`src/design/dmarb_pkg.sv`:
```
// dmarb_pkg: types, codes and constants shared by the dma register block.
// No dependencies; imported by every module of the block.
`default_nettype none

package dmarb_pkg;

  localparam int CHANNELS       = 7;
  localparam int CHANNEL_STRIDE = 16;

  localparam int ADDR_W = 7;
  localparam int DATA_W = 32;
  localparam int KIND_W = 3;
  localparam int CH_W   = 3;
  localparam int OFF_W  = $clog2(CHANNEL_STRIDE);

  // item kinds
  localparam logic [KIND_W-1:0] KIND_READ     = 3'd0;
  localparam logic [KIND_W-1:0] KIND_WRITE    = 3'd1;
  localparam logic [KIND_W-1:0] KIND_COMPLETE = 3'd2;
  localparam logic [KIND_W-1:0] KIND_CLR_TRIG = 3'd3;
  localparam logic [KIND_W-1:0] KIND_CLR_BUSY = 3'd4;
  localparam logic [KIND_W-1:0] KIND_CLR_BOTH = 3'd5;

  // register offsets
  localparam logic [ADDR_W-1:0] ADDR_PE    = 7'h70;
  localparam logic [ADDR_W-1:0] ADDR_IRQ   = 7'h74;
  localparam logic [OFF_W-1:0]  OFF_BASE   = 4'h0;
  localparam logic [OFF_W-1:0]  OFF_BLOCK  = 4'h4;
  localparam logic [OFF_W-1:0]  OFF_CTRL   = 4'h8;

  // channel control bits
  localparam int BIT_BUSY    = 24;
  localparam int BIT_TRIGGER = 28;
  localparam int SYNC_LSB    = 9;

  localparam logic [1:0] SYNC_MANUAL = 2'd0;
  localparam logic [1:0] SYNC_BLOCK  = 2'd1;
  localparam logic [1:0] SYNC_LIST   = 2'd2;

  // interrupt word layout
  localparam int IRQ_FORCE_BIT  = 15;
  localparam int IRQ_EN_LSB     = 16;
  localparam int IRQ_MEN_BIT    = 23;
  localparam int IRQ_FLAG_LSB   = 24;
  localparam int IRQ_MASTER_BIT = 31;
  localparam int IRQ_CH_W       = 7;

  localparam logic [DATA_W-1:0] IRQ_LOW_MASK   = 32'h00FF_FFFF;
  localparam logic [DATA_W-1:0] IRQ_FLAGS_MASK = 32'h7F00_0000;
  localparam logic [DATA_W-1:0] PE_RESET       = 32'h0FED_CBA9;

  typedef enum logic [2:0] {
    OP_NONE,
    OP_READ,
    OP_WRITE,
    OP_COMPLETE,
    OP_CLR_TRIG,
    OP_CLR_BUSY,
    OP_CLR_BOTH
  } op_t;

  typedef enum logic [2:0] {
    TGT_NONE,
    TGT_BASE,
    TGT_BLOCK,
    TGT_CTRL,
    TGT_PE,
    TGT_IRQ
  } tgt_t;

  typedef struct packed {
    op_t             op;
    tgt_t            tgt;
    logic [CH_W-1:0] ch;
  } dec_t;

  typedef struct packed {
    logic [DATA_W-1:0] read_data;
    logic              start_valid;
    logic [CH_W-1:0]   start_channel;
    logic              irq;
  } res_t;

endpackage

`default_nettype wire

```
`src/design/dmarb_decode.sv`:
```
// dmarb_decode: turns a registered item into an operation, target register and channel.
// Depends on dmarb_pkg.
`default_nettype none

module dmarb_decode (
  input  logic                        valid,
  input  logic [dmarb_pkg::KIND_W-1:0] kind,
  input  logic [dmarb_pkg::ADDR_W-1:0] address,
  input  logic [dmarb_pkg::CH_W-1:0]   channel,
  output dmarb_pkg::dec_t              dec
);
  import dmarb_pkg::*;

  logic [CH_W-1:0]  addr_ch;
  logic [OFF_W-1:0] addr_off;
  tgt_t             addr_tgt;
  logic             event_ok;

  assign addr_ch  = address[ADDR_W-1:OFF_W];
  assign addr_off = address[OFF_W-1:0];
  assign event_ok = (channel < CH_W'(CHANNELS));

  always_comb begin
    addr_tgt = TGT_NONE;
    if (address == ADDR_PE) begin
      addr_tgt = TGT_PE;
    end else if (address == ADDR_IRQ) begin
      addr_tgt = TGT_IRQ;
    end else if (addr_ch < CH_W'(CHANNELS)) begin
      case (addr_off)
        OFF_BASE:  addr_tgt = TGT_BASE;
        OFF_BLOCK: addr_tgt = TGT_BLOCK;
        OFF_CTRL:  addr_tgt = TGT_CTRL;
        default:   addr_tgt = TGT_NONE;
      endcase
    end
  end

  always_comb begin
    dec.op  = OP_NONE;
    dec.tgt = TGT_NONE;
    dec.ch  = '0;
    if (valid) begin
      case (kind)
        KIND_READ: begin
          dec.op  = OP_READ;
          dec.tgt = addr_tgt;
          dec.ch  = addr_ch;
        end
        KIND_WRITE: begin
          dec.op  = OP_WRITE;
          dec.tgt = addr_tgt;
          dec.ch  = addr_ch;
        end
        KIND_COMPLETE: begin
          dec.op = event_ok ? OP_COMPLETE : OP_NONE;
          dec.ch = channel;
        end
        KIND_CLR_TRIG: begin
          dec.op = event_ok ? OP_CLR_TRIG : OP_NONE;
          dec.ch = channel;
        end
        KIND_CLR_BUSY: begin
          dec.op = event_ok ? OP_CLR_BUSY : OP_NONE;
          dec.ch = channel;
        end
        KIND_CLR_BOTH: begin
          dec.op = event_ok ? OP_CLR_BOTH : OP_NONE;
          dec.ch = channel;
        end
        default: dec.op = OP_NONE;
      endcase
    end
  end

endmodule

`default_nettype wire

```
`src/design/dmarb_regs.sv`:
```
// dmarb_regs: channel, priority/enable and interrupt registers with their update rules.
// Depends on dmarb_pkg; driven by the decoded item from dmarb_decode.
`default_nettype none

module dmarb_regs (
  input  logic                         clk,
  input  logic                         rst_n,
  input  dmarb_pkg::dec_t              dec,
  input  logic [dmarb_pkg::DATA_W-1:0] wdata,
  output dmarb_pkg::res_t              res
);
  import dmarb_pkg::*;

  typedef logic [$clog2(DATA_W)-1:0] bit_idx_t;

  logic [DATA_W-1:0] chan_base_r  [CHANNELS];
  logic [DATA_W-1:0] chan_block_r [CHANNELS];
  logic [DATA_W-1:0] chan_ctrl_r  [CHANNELS];
  logic [DATA_W-1:0] chan_base_nxt  [CHANNELS];
  logic [DATA_W-1:0] chan_block_nxt [CHANNELS];
  logic [DATA_W-1:0] chan_ctrl_nxt  [CHANNELS];
  logic [DATA_W-1:0] pe_r, pe_nxt;
  logic [DATA_W-1:0] irq_r, irq_nxt;

  logic [DATA_W-1:0] irq_tmp;
  logic [DATA_W-1:0] clr_mask;
  logic [1:0]        sync;
  logic              start_ok;
  logic              start;
  logic [DATA_W-1:0] rd;
  bit_idx_t          en_idx;
  bit_idx_t          flag_idx;

  function automatic logic [DATA_W-1:0] with_master(input logic [DATA_W-1:0] w);
    logic [DATA_W-1:0] r;
    r = w;
    r[IRQ_MASTER_BIT] = w[IRQ_FORCE_BIT] |
                        (w[IRQ_MEN_BIT] &
                         (|(w[IRQ_EN_LSB +: IRQ_CH_W] & w[IRQ_FLAG_LSB +: IRQ_CH_W])));
    return r;
  endfunction

  assign sync = wdata[SYNC_LSB +: 2];
  assign start_ok = wdata[BIT_BUSY] && pe_r[{dec.ch, 2'b11}] &&
                    ((sync == SYNC_BLOCK) || (sync == SYNC_LIST) ||
                     ((sync == SYNC_MANUAL) && wdata[BIT_TRIGGER]));
  // flag bits written as one are cleared
  assign clr_mask = wdata & IRQ_FLAGS_MASK;

  // enable and flag bit of the event's channel in the interrupt word
  assign en_idx   = bit_idx_t'(IRQ_EN_LSB) + bit_idx_t'(dec.ch);
  assign flag_idx = bit_idx_t'(IRQ_FLAG_LSB) + bit_idx_t'(dec.ch);

  always_comb begin
    chan_base_nxt  = chan_base_r;
    chan_block_nxt = chan_block_r;
    chan_ctrl_nxt  = chan_ctrl_r;
    pe_nxt   = pe_r;
    irq_nxt  = irq_r;
    irq_tmp  = irq_r;
    rd       = '0;
    start    = 1'b0;
    case (dec.op)
      OP_READ: begin
        case (dec.tgt)
          TGT_BASE:  rd = chan_base_r[dec.ch];
          TGT_BLOCK: rd = chan_block_r[dec.ch];
          TGT_CTRL:  rd = chan_ctrl_r[dec.ch];
          TGT_PE:    rd = pe_r;
          TGT_IRQ:   rd = irq_r;
          default:   rd = '0;
        endcase
      end
      OP_WRITE: begin
        case (dec.tgt)
          TGT_BASE:  chan_base_nxt[dec.ch]  = wdata;
          TGT_BLOCK: chan_block_nxt[dec.ch] = wdata;
          TGT_CTRL: begin
            chan_ctrl_nxt[dec.ch] = wdata;
            start = start_ok;
          end
          TGT_PE:    pe_nxt = wdata;
          TGT_IRQ: begin
            irq_tmp = ((irq_r & IRQ_FLAGS_MASK) | (wdata & IRQ_LOW_MASK)) & ~clr_mask;
            irq_nxt = with_master(irq_tmp);
          end
          default:   pe_nxt = pe_r;
        endcase
      end
      OP_COMPLETE: begin
        if (irq_r[en_idx]) begin
          irq_tmp[flag_idx] = 1'b1;
        end
        irq_nxt = with_master(irq_tmp);
      end
      OP_CLR_TRIG: chan_ctrl_nxt[dec.ch][BIT_TRIGGER] = 1'b0;
      OP_CLR_BUSY: chan_ctrl_nxt[dec.ch][BIT_BUSY] = 1'b0;
      OP_CLR_BOTH: begin
        chan_ctrl_nxt[dec.ch][BIT_TRIGGER] = 1'b0;
        chan_ctrl_nxt[dec.ch][BIT_BUSY]    = 1'b0;
      end
      default: rd = '0;
    endcase
  end

  assign res.read_data     = rd;
  assign res.start_valid   = start;
  assign res.start_channel = start ? dec.ch : '0;
  assign res.irq           = irq_nxt[IRQ_MASTER_BIT];

  always_ff @(posedge clk) begin
    if (!rst_n) begin
      for (int i = 0; i < CHANNELS; i++) begin
        chan_base_r[i]  <= '0;
        chan_block_r[i] <= '0;
        chan_ctrl_r[i]  <= '0;
      end
      pe_r  <= PE_RESET;
      irq_r <= '0;
    end else begin
      chan_base_r  <= chan_base_nxt;
      chan_block_r <= chan_block_nxt;
      chan_ctrl_r  <= chan_ctrl_nxt;
      pe_r  <= pe_nxt;
      irq_r <= irq_nxt;
    end
  end

`ifndef SYNTHESIS
  a_master_consistent: assert property (@(posedge clk) disable iff (!rst_n)
    irq_r[IRQ_MASTER_BIT] == (irq_r[IRQ_FORCE_BIT] |
      (irq_r[IRQ_MEN_BIT] &
       (|(irq_r[IRQ_EN_LSB +: IRQ_CH_W] & irq_r[IRQ_FLAG_LSB +: IRQ_CH_W])))))
    else $error("interrupt master flag out of step with its sources");

  a_pe_only_by_write: assert property (@(posedge clk) disable iff (!rst_n)
    (dec.op != OP_WRITE || dec.tgt != TGT_PE) |=> $stable(pe_r))
    else $error("priority/enable word changed without a write");

  a_clear_busy: assert property (@(posedge clk) disable iff (!rst_n)
    (dec.op == OP_CLR_BUSY || dec.op == OP_CLR_BOTH) |=>
      !chan_ctrl_r[$past(dec.ch)][BIT_BUSY])
    else $error("busy bit still set after a clear event");
`endif

endmodule

`default_nettype wire

```
`src/design/dma_register_block.sv`:
```
// dma_register_block: top level of the dma controller register block.
// Depends on dmarb_pkg, dmarb_decode and dmarb_regs.
`default_nettype none

// One item (read, write, completion or clear event) is accepted in every cycle in which
// start is high and busy is low; busy is high only during reset and is cleared once reset
// is released. An item is registered at acceptance, decoded and applied to the registers
// in the next cycle, and its result is registered again and shows on the out_ ports with
// out_strobe for exactly one cycle. The receiver cannot stall; results come in item
// order, and every item reads the register state left by all earlier items.
module dma_register_block (
  input  logic                         clk,
  input  logic                         rst_n,
  input  logic                         start,
  output logic                         busy,
  input  logic [dmarb_pkg::KIND_W-1:0] in_kind,
  input  logic [dmarb_pkg::ADDR_W-1:0] in_address,
  input  logic [dmarb_pkg::DATA_W-1:0] in_write_data,
  input  logic [dmarb_pkg::CH_W-1:0]   in_channel,
  output logic                         out_strobe,
  output logic [dmarb_pkg::DATA_W-1:0] out_read_data,
  output logic                         out_start_valid,
  output logic [dmarb_pkg::CH_W-1:0]   out_start_channel,
  output logic                         out_irq
);
  import dmarb_pkg::*;

  logic              busy_r;
  logic              in_valid_r;
  logic [KIND_W-1:0] kind_r;
  logic [ADDR_W-1:0] address_r;
  logic [DATA_W-1:0] write_data_r;
  logic [CH_W-1:0]   channel_r;
  logic              accept;

  dec_t dec;
  res_t res;
  res_t res_r;
  logic strobe_r;

  assign accept = start && !busy_r;
  assign busy   = busy_r;

  always_ff @(posedge clk) begin
    if (!rst_n) begin
      busy_r     <= 1'b1;
      in_valid_r <= 1'b0;
      strobe_r   <= 1'b0;
      res_r      <= '0;
    end else begin
      busy_r     <= 1'b0;
      in_valid_r <= accept;
      strobe_r   <= in_valid_r;
      res_r      <= res;
    end
  end

  always_ff @(posedge clk) begin
    if (accept) begin
      kind_r       <= in_kind;
      address_r    <= in_address;
      write_data_r <= in_write_data;
      channel_r    <= in_channel;
    end
  end

  dmarb_decode u_decode (
    .valid   (in_valid_r),
    .kind    (kind_r),
    .address (address_r),
    .channel (channel_r),
    .dec     (dec)
  );

  dmarb_regs u_regs (
    .clk   (clk),
    .rst_n (rst_n),
    .dec   (dec),
    .wdata (write_data_r),
    .res   (res)
  );

  assign out_strobe        = strobe_r;
  assign out_read_data     = res_r.read_data;
  assign out_start_valid   = res_r.start_valid;
  assign out_start_channel = res_r.start_channel;
  assign out_irq           = res_r.irq;

`ifndef SYNTHESIS
  a_item_gives_result: assert property (@(posedge clk) disable iff (!rst_n)
    (start && !busy) |-> ##2 out_strobe)
    else $error("accepted item gave no result two cycles later");

  a_start_only_strobed: assert property (@(posedge clk) disable iff (!rst_n)
    out_start_valid |-> (out_strobe && $past(kind_r == KIND_WRITE)))
    else $error("transfer start outside a write result");

  a_idle_no_result: assert property (@(posedge clk) disable iff (!rst_n)
    !in_valid_r |=> !out_strobe)
    else $error("result strobe without an item in flight");
`endif

endmodule

`default_nettype wire
```
`config.mk`:
```
export PLATFORM = sky130hd
export DESIGN_NAME = dma_register_block
export DESIGN_NICKNAME = d
export VERILOG_FILES = /design/src/design/dmarb_pkg.sv /design/src/design/dmarb_decode.sv /design/src/design/dmarb_regs.sv /design/src/design/dma_register_block.sv
export SDC_FILE = /design/constraint.sdc
export NUM_CORES = 2
export LEC_CHECK = 0
export ABC_CLOCK_PERIOD_IN_PS = 6300
export BUFFER_PORTS_ARGS = -buffer_cell sky130_fd_sc_hd__buf_2
export CORE_MARGIN = 2
export CORE_UTILIZATION = 65
export DETAILED_ROUTE_END_ITERATION = 12
export GPL_TIMING_DRIVEN = 0
export PLACE_DENSITY = 0.82
export SYNTH_ARGS = -nofsm -noshare
export SYNTH_HDL_FRONTEND = slang
export SYNTH_HIERARCHICAL = 1
export SYNTH_SLANG_ARGS = --single-unit
```
`constraint.sdc`:
```
create_clock -name clk -period 6.3 [get_ports clk]
set_input_delay 0.63 -clock clk [delete_from_list [all_inputs] [get_ports clk]]
set_output_delay 0.63 -clock clk [all_outputs]
set_load 0.005 [all_outputs]
```
Word-level counts from Yosys, hierarchy flattened
Index checks and enable logic that the tools add are counted.
W data, S select, Z words.

storage, ports and cells
  bits of input ports = 48
  word-level logic and storage cells = 158
  bits in registers = 820
  output and inout bits = 39

cells by class
  multiplexer cells = 46
  reduce and logical (&&, ||, !) cells = 26
  add/sub/neg operators = 2
  equal/unequal tests = 25
  bitwise logic cells = 16
  order comparisons = 8

operators by type and width
  kind                  count
  $pmux W224 S4         1
  $and A224 B224 Y224   3
  $bwmux W224           3
  $not A224 Y224        2
  $bmux W32 S3          3
  $demux W32 S3         3
  $mux W32              8
  $mux W224             1
  $pmux W32 S5          1
  $pmux W32 S2          1
  $mux W31              2
  $and A31 B31 Y31      1
  $not A31 Y31          1
  $or A31 B24 Y31       1
  $or A31 B31 Y31       1
  $mux W29              1
  $mux W25              1
  $eq A3 B3 Y1 const B  7
  $mux W3               7
  $eq A3 B2 Y1 const B  6
  $lt A5 B6 Y1 const B  3
  $pmux W3 S6           1
  $and A7 B7 Y7         2
  $eq A7 B7 Y1 const B  2
  other kinds (37)      61

Depth between registers and ports, before layout
  depth after elaboration = 20
  mapped depth = 14
  gate-level depth less buffers = 9

By module
The synthesis kept the hierarchy.

modules (own cells, without submodules)
  module              cells each  times used  seq. area each (um2)  area an instance (um2)
  dmarb_regs          4094        1           14734.1               34630.7
  dma_register_block  130         1           2152.1                2428.6
  dmarb_decode        33          1           0.0                   230.2

Least setup slack after synthesis
Ideal clock, no wire load.

  kind = input-to-reg
  start point = in start
  end point = reg address_r[0], enable pin
  library setup time = 0.453 ns
  buffers on the path = 0
  arrival = 2.633 ns
  cell stages on the path = 1
  data required time = 5.847 ns
  path slack = 3.214 ns
  cell sequence = nor2b_1

between the ends
  cells in the longest elaborated chain, start to end = 1

RTL lines
  what                    RTL line                  source
  start: declaration      dma_register_block.sv:14  input logic start,
  $logic_and A1 B1 Y1     dma_register_block.sv:41  assign accept = start && !busy_r;
  end signal: assignment  dma_register_block.sv:61  address_r <= in_address;
  end: declaration        dma_register_block.sv:31  logic [ADDR_W-1:0] address_r;

No other way between the ends.
A chain may end at the register's enable or synchronous reset.

==> metrics <==
run status complete, no violations; initial antenna violation count 4; Async S/R FF share, synth 0%; R2R depth 12; routed vias 34500; DIE HEIGHT 244 µm; Cells after Synth 4257; buffer and inverter count on the worst path 4; Core ar. 56600 µm²; clk slew on worst S/H paths 0.06 ns; DRT Pass-1 Iters 6; critical path capture point type flip-flop; DRC 0; area used by multi-input combinational logic 18500 µm²; post-synthesis xor/xnor area fraction 0.0235%; via/cell ratio 6.57; Worst slew margin 10.9%; Req. time, crit path 6.82 ns; reg2reg setup slack 1.65 ns; post-route setup TNS 0 ns; M3 GR Usage 12.8%; final WL 144000 µm; Final Skew 0.0245 ns; Worst path top cell family by delay buffers and inverters; Post-Syn Area per Cell 8.76 µm²; Commonest cells post-synth 1206 x nand2_1, 776 x dfxtp_1, 284 x clkbuf_1; main combinational cell family by area after synthesis simple AND/OR/NAND/NOR gates; RSZ-0062 raised after global routing no; P_leak 14.3 nW; mux cell area share after synthesis 11.3%; maximum vdd ir drop 0.245 mV; Post-CTS Setup Repair Bufs 0; Filler cells 4410; Crit Reg-Reg Startpoint kind_r[1]; CTS Buf Count 83; grt peak-use layer met2; post-route ant nets 0; Max Cap Viol 0; root buf cell clkbuf_16; clk sinks 821; EDFF count, synth 45; FF/Latch Area 16900 µm²; initial core utilization 65.9%; GRT overflow 0; largest net degree at the start of global routing 26; share of the synthesized area in the top cell type 41.7%; Slowest-stage cell, CP clkbuf_1; clock period minus worst slack 4.65 ns; Post-Synth Adder-Cell Area 0.0336%; Levels on crit path 12; pwr dens 256 nW/µm²; DR iter-0 viols 5208; vias in the first global route 32500; #FFs+latches synth 821; first-pass GRT wire length 207000 µm; die width 244 µm; CP Launch Point kind_r[1]; M2 GR Usage 68.1%; Worst Setup Start Kind flip-flop; fmax 0.215 GHz; Placer Congestion 1.02; post-synthesis simple-gate area fraction 20.1%; area leader, netlist dfxtp_1; Synth Area in Compound Gates 17.9%; share of post-route cells with drive strength above 1 10.2%; Worst EP arrival 5.17 ns; Max Slew Vio Count 0; Hold Startpoint in_write_data[6]; synthesized net count 4306; final hold violations 0; Placement Cell Area 38700 µm²; setup violators final 0; post-synthesis sequential area ratio 45.3%; port buffer count 85; Synth Flop Type dfxtp_1; cell depth of the worst hold path 1; CTS H-tree lvls 3; estimated wirelength of the detail-placed design 102000 µm; final instance area 41400 µm²; Site Rows 87; # IOs 87; most frequent cell after synthesis nand2_1; Die Area 59300 µm²; clk buf depth 3; Synth warnings 6; CTS Hold Bufs 0; Worst Setup Path Type reg -> reg; met1 usage 60.4%; ranking of synthesized cells by area dfxtp_1 42%, nand2_1 12%, mux4_2 5.9%; Synth Cell Area 37300 µm²; number of library cell types mapped by synthesis 64; Hold Crit Class in -> reg; longest individual stage delay on the worst path 0.89 ns; clk_lat worst skew 0.65 ns; WL/cell 27.3 µm; Critical Path Fanout Max 10; CTS tree yes; overall routing resource usage 47.3%; slew of the pin with the lowest slew margin 1.34 ns; CTS resizes 0; crit-path cells nor2b_4, o2bb2ai_1, and2_1, buf_4, buf_2, buf_2, clkbuf_1, o2bb2ai_1, mux2i_1, o22ai_1, o21a_1, and2_1; area growth from synthesis to layout 11.0%; period utilisation layout 73.8%; Post-layout nets 4477
[per-stage QoR]
stage / hold WS, ns / util (%) / setup slack (ns) / power [mW] / cells
2_1_floorplan: 0.432 / - / 3.21 / 5.59 / 4257
4_1_cts: 0.136 / 73.1 / 2.13 / 10.6 / 5252
5_1_grt: 0.138 / 73.1 / 1.81 / 10.8 / 5252
6_report: 0.156 / 73.1 / 1.65 / 10.6 / 5253
3_5_place_dp: 0.441 / 68.4 / 2.15 / 5.79 / 5099
3_3_place_gp: 0.437 / 68.3 / 1.49 / 5.78 / 5098
[state kept, by name, indices dropped and copies added (netlist names)]
register / flops
kind_r: 3
u_regs/pe_r: 32
u_regs/chan_block_r: 224
out_read_data: 32
address_r: 7
u_regs/chan_base_r: 224
u_regs/chan_ctrl_r: 224
busy: 1
u_regs/irq_r: 32
in_valid_r: 1
write_data_r: 32
out_strobe: 1
out_irq: 1
out_start_valid: 1
out_start_channel: 3
channel_r: 3
[logic make-up (layout without fill, tap and decap cells)]
group	Yosys count	count (layout)
flip-flops	821	821
multiplexers	300	300
XOR/XNOR	1	1
AO/OA/AOI/OAI	954	954
other	0	1
adder cells (fa/ha/maj)	1	1
AND/OR/NAND/NOR	1708	1708
buffers and inverters	472	711
[layout make-up]
type,count,share of cell area [%]
plain buffers,411,4.20
inverters,61,0.553
well taps,756,2.29
flip-flops and latches,821,40.8
clock inverters,27,0.511
clock buffers,126,5.97
multi-input cells,2964,44.6
repair buffers,86,1.08
diodes,1,0.00605
[metal layers]
| metal | part of all wire, % | vias to the layer above |
|---|---|---|
| li1 | - | 14800 |
| met1 | 36 | 16400 |
| met2 | 42 | 2702 |
| met3 | 13 | 653 |
| met4 | 9.1 | 4 |
| met5 | 0.020 | - |
[worst paths after layout]
kind                        endpoint
max                out_read_data[21]
min                  write_data_r[6]
max reg2reg        out_read_data[21]
min reg2reg  u_regs/chan_block_r[19]
[placed cells by master, fill, tap and decap left out, types with 7 or more instances in the layout]
cell type	instances
a21boi_0	262
a21boi_1	205
a22oi_1	31
and2_1	262
buf_1	9
buf_2	182
buf_4	16
clkbuf_1	306
clkbuf_16	85
clkbuf_8	19
clkinv_2	18
dfxtp_1	776
edfxtp_1	45
inv_1	59
mux2i_1	199
mux4_2	97
nand2_1	1206
nand2b_1	7
nand3_1	119
nor2_1	31
nor2_2	12
nor2b_1	36
o211ai_1	29
o21a_1	40
o21ai_0	220
o221ai_1	57
o22ai_1	37
o2bb2ai_1	45
[power breakdown]
group          internal (mW)  switching (mW)  leakage, nW
Clock                   2.76            2.13         1.33
Combinational          0.112           0.330         6.25
Sequential              5.25         0.00662         6.67
Total                   8.12            2.47         14.3
Note: power is estimated with default switching activity, not from simulation.
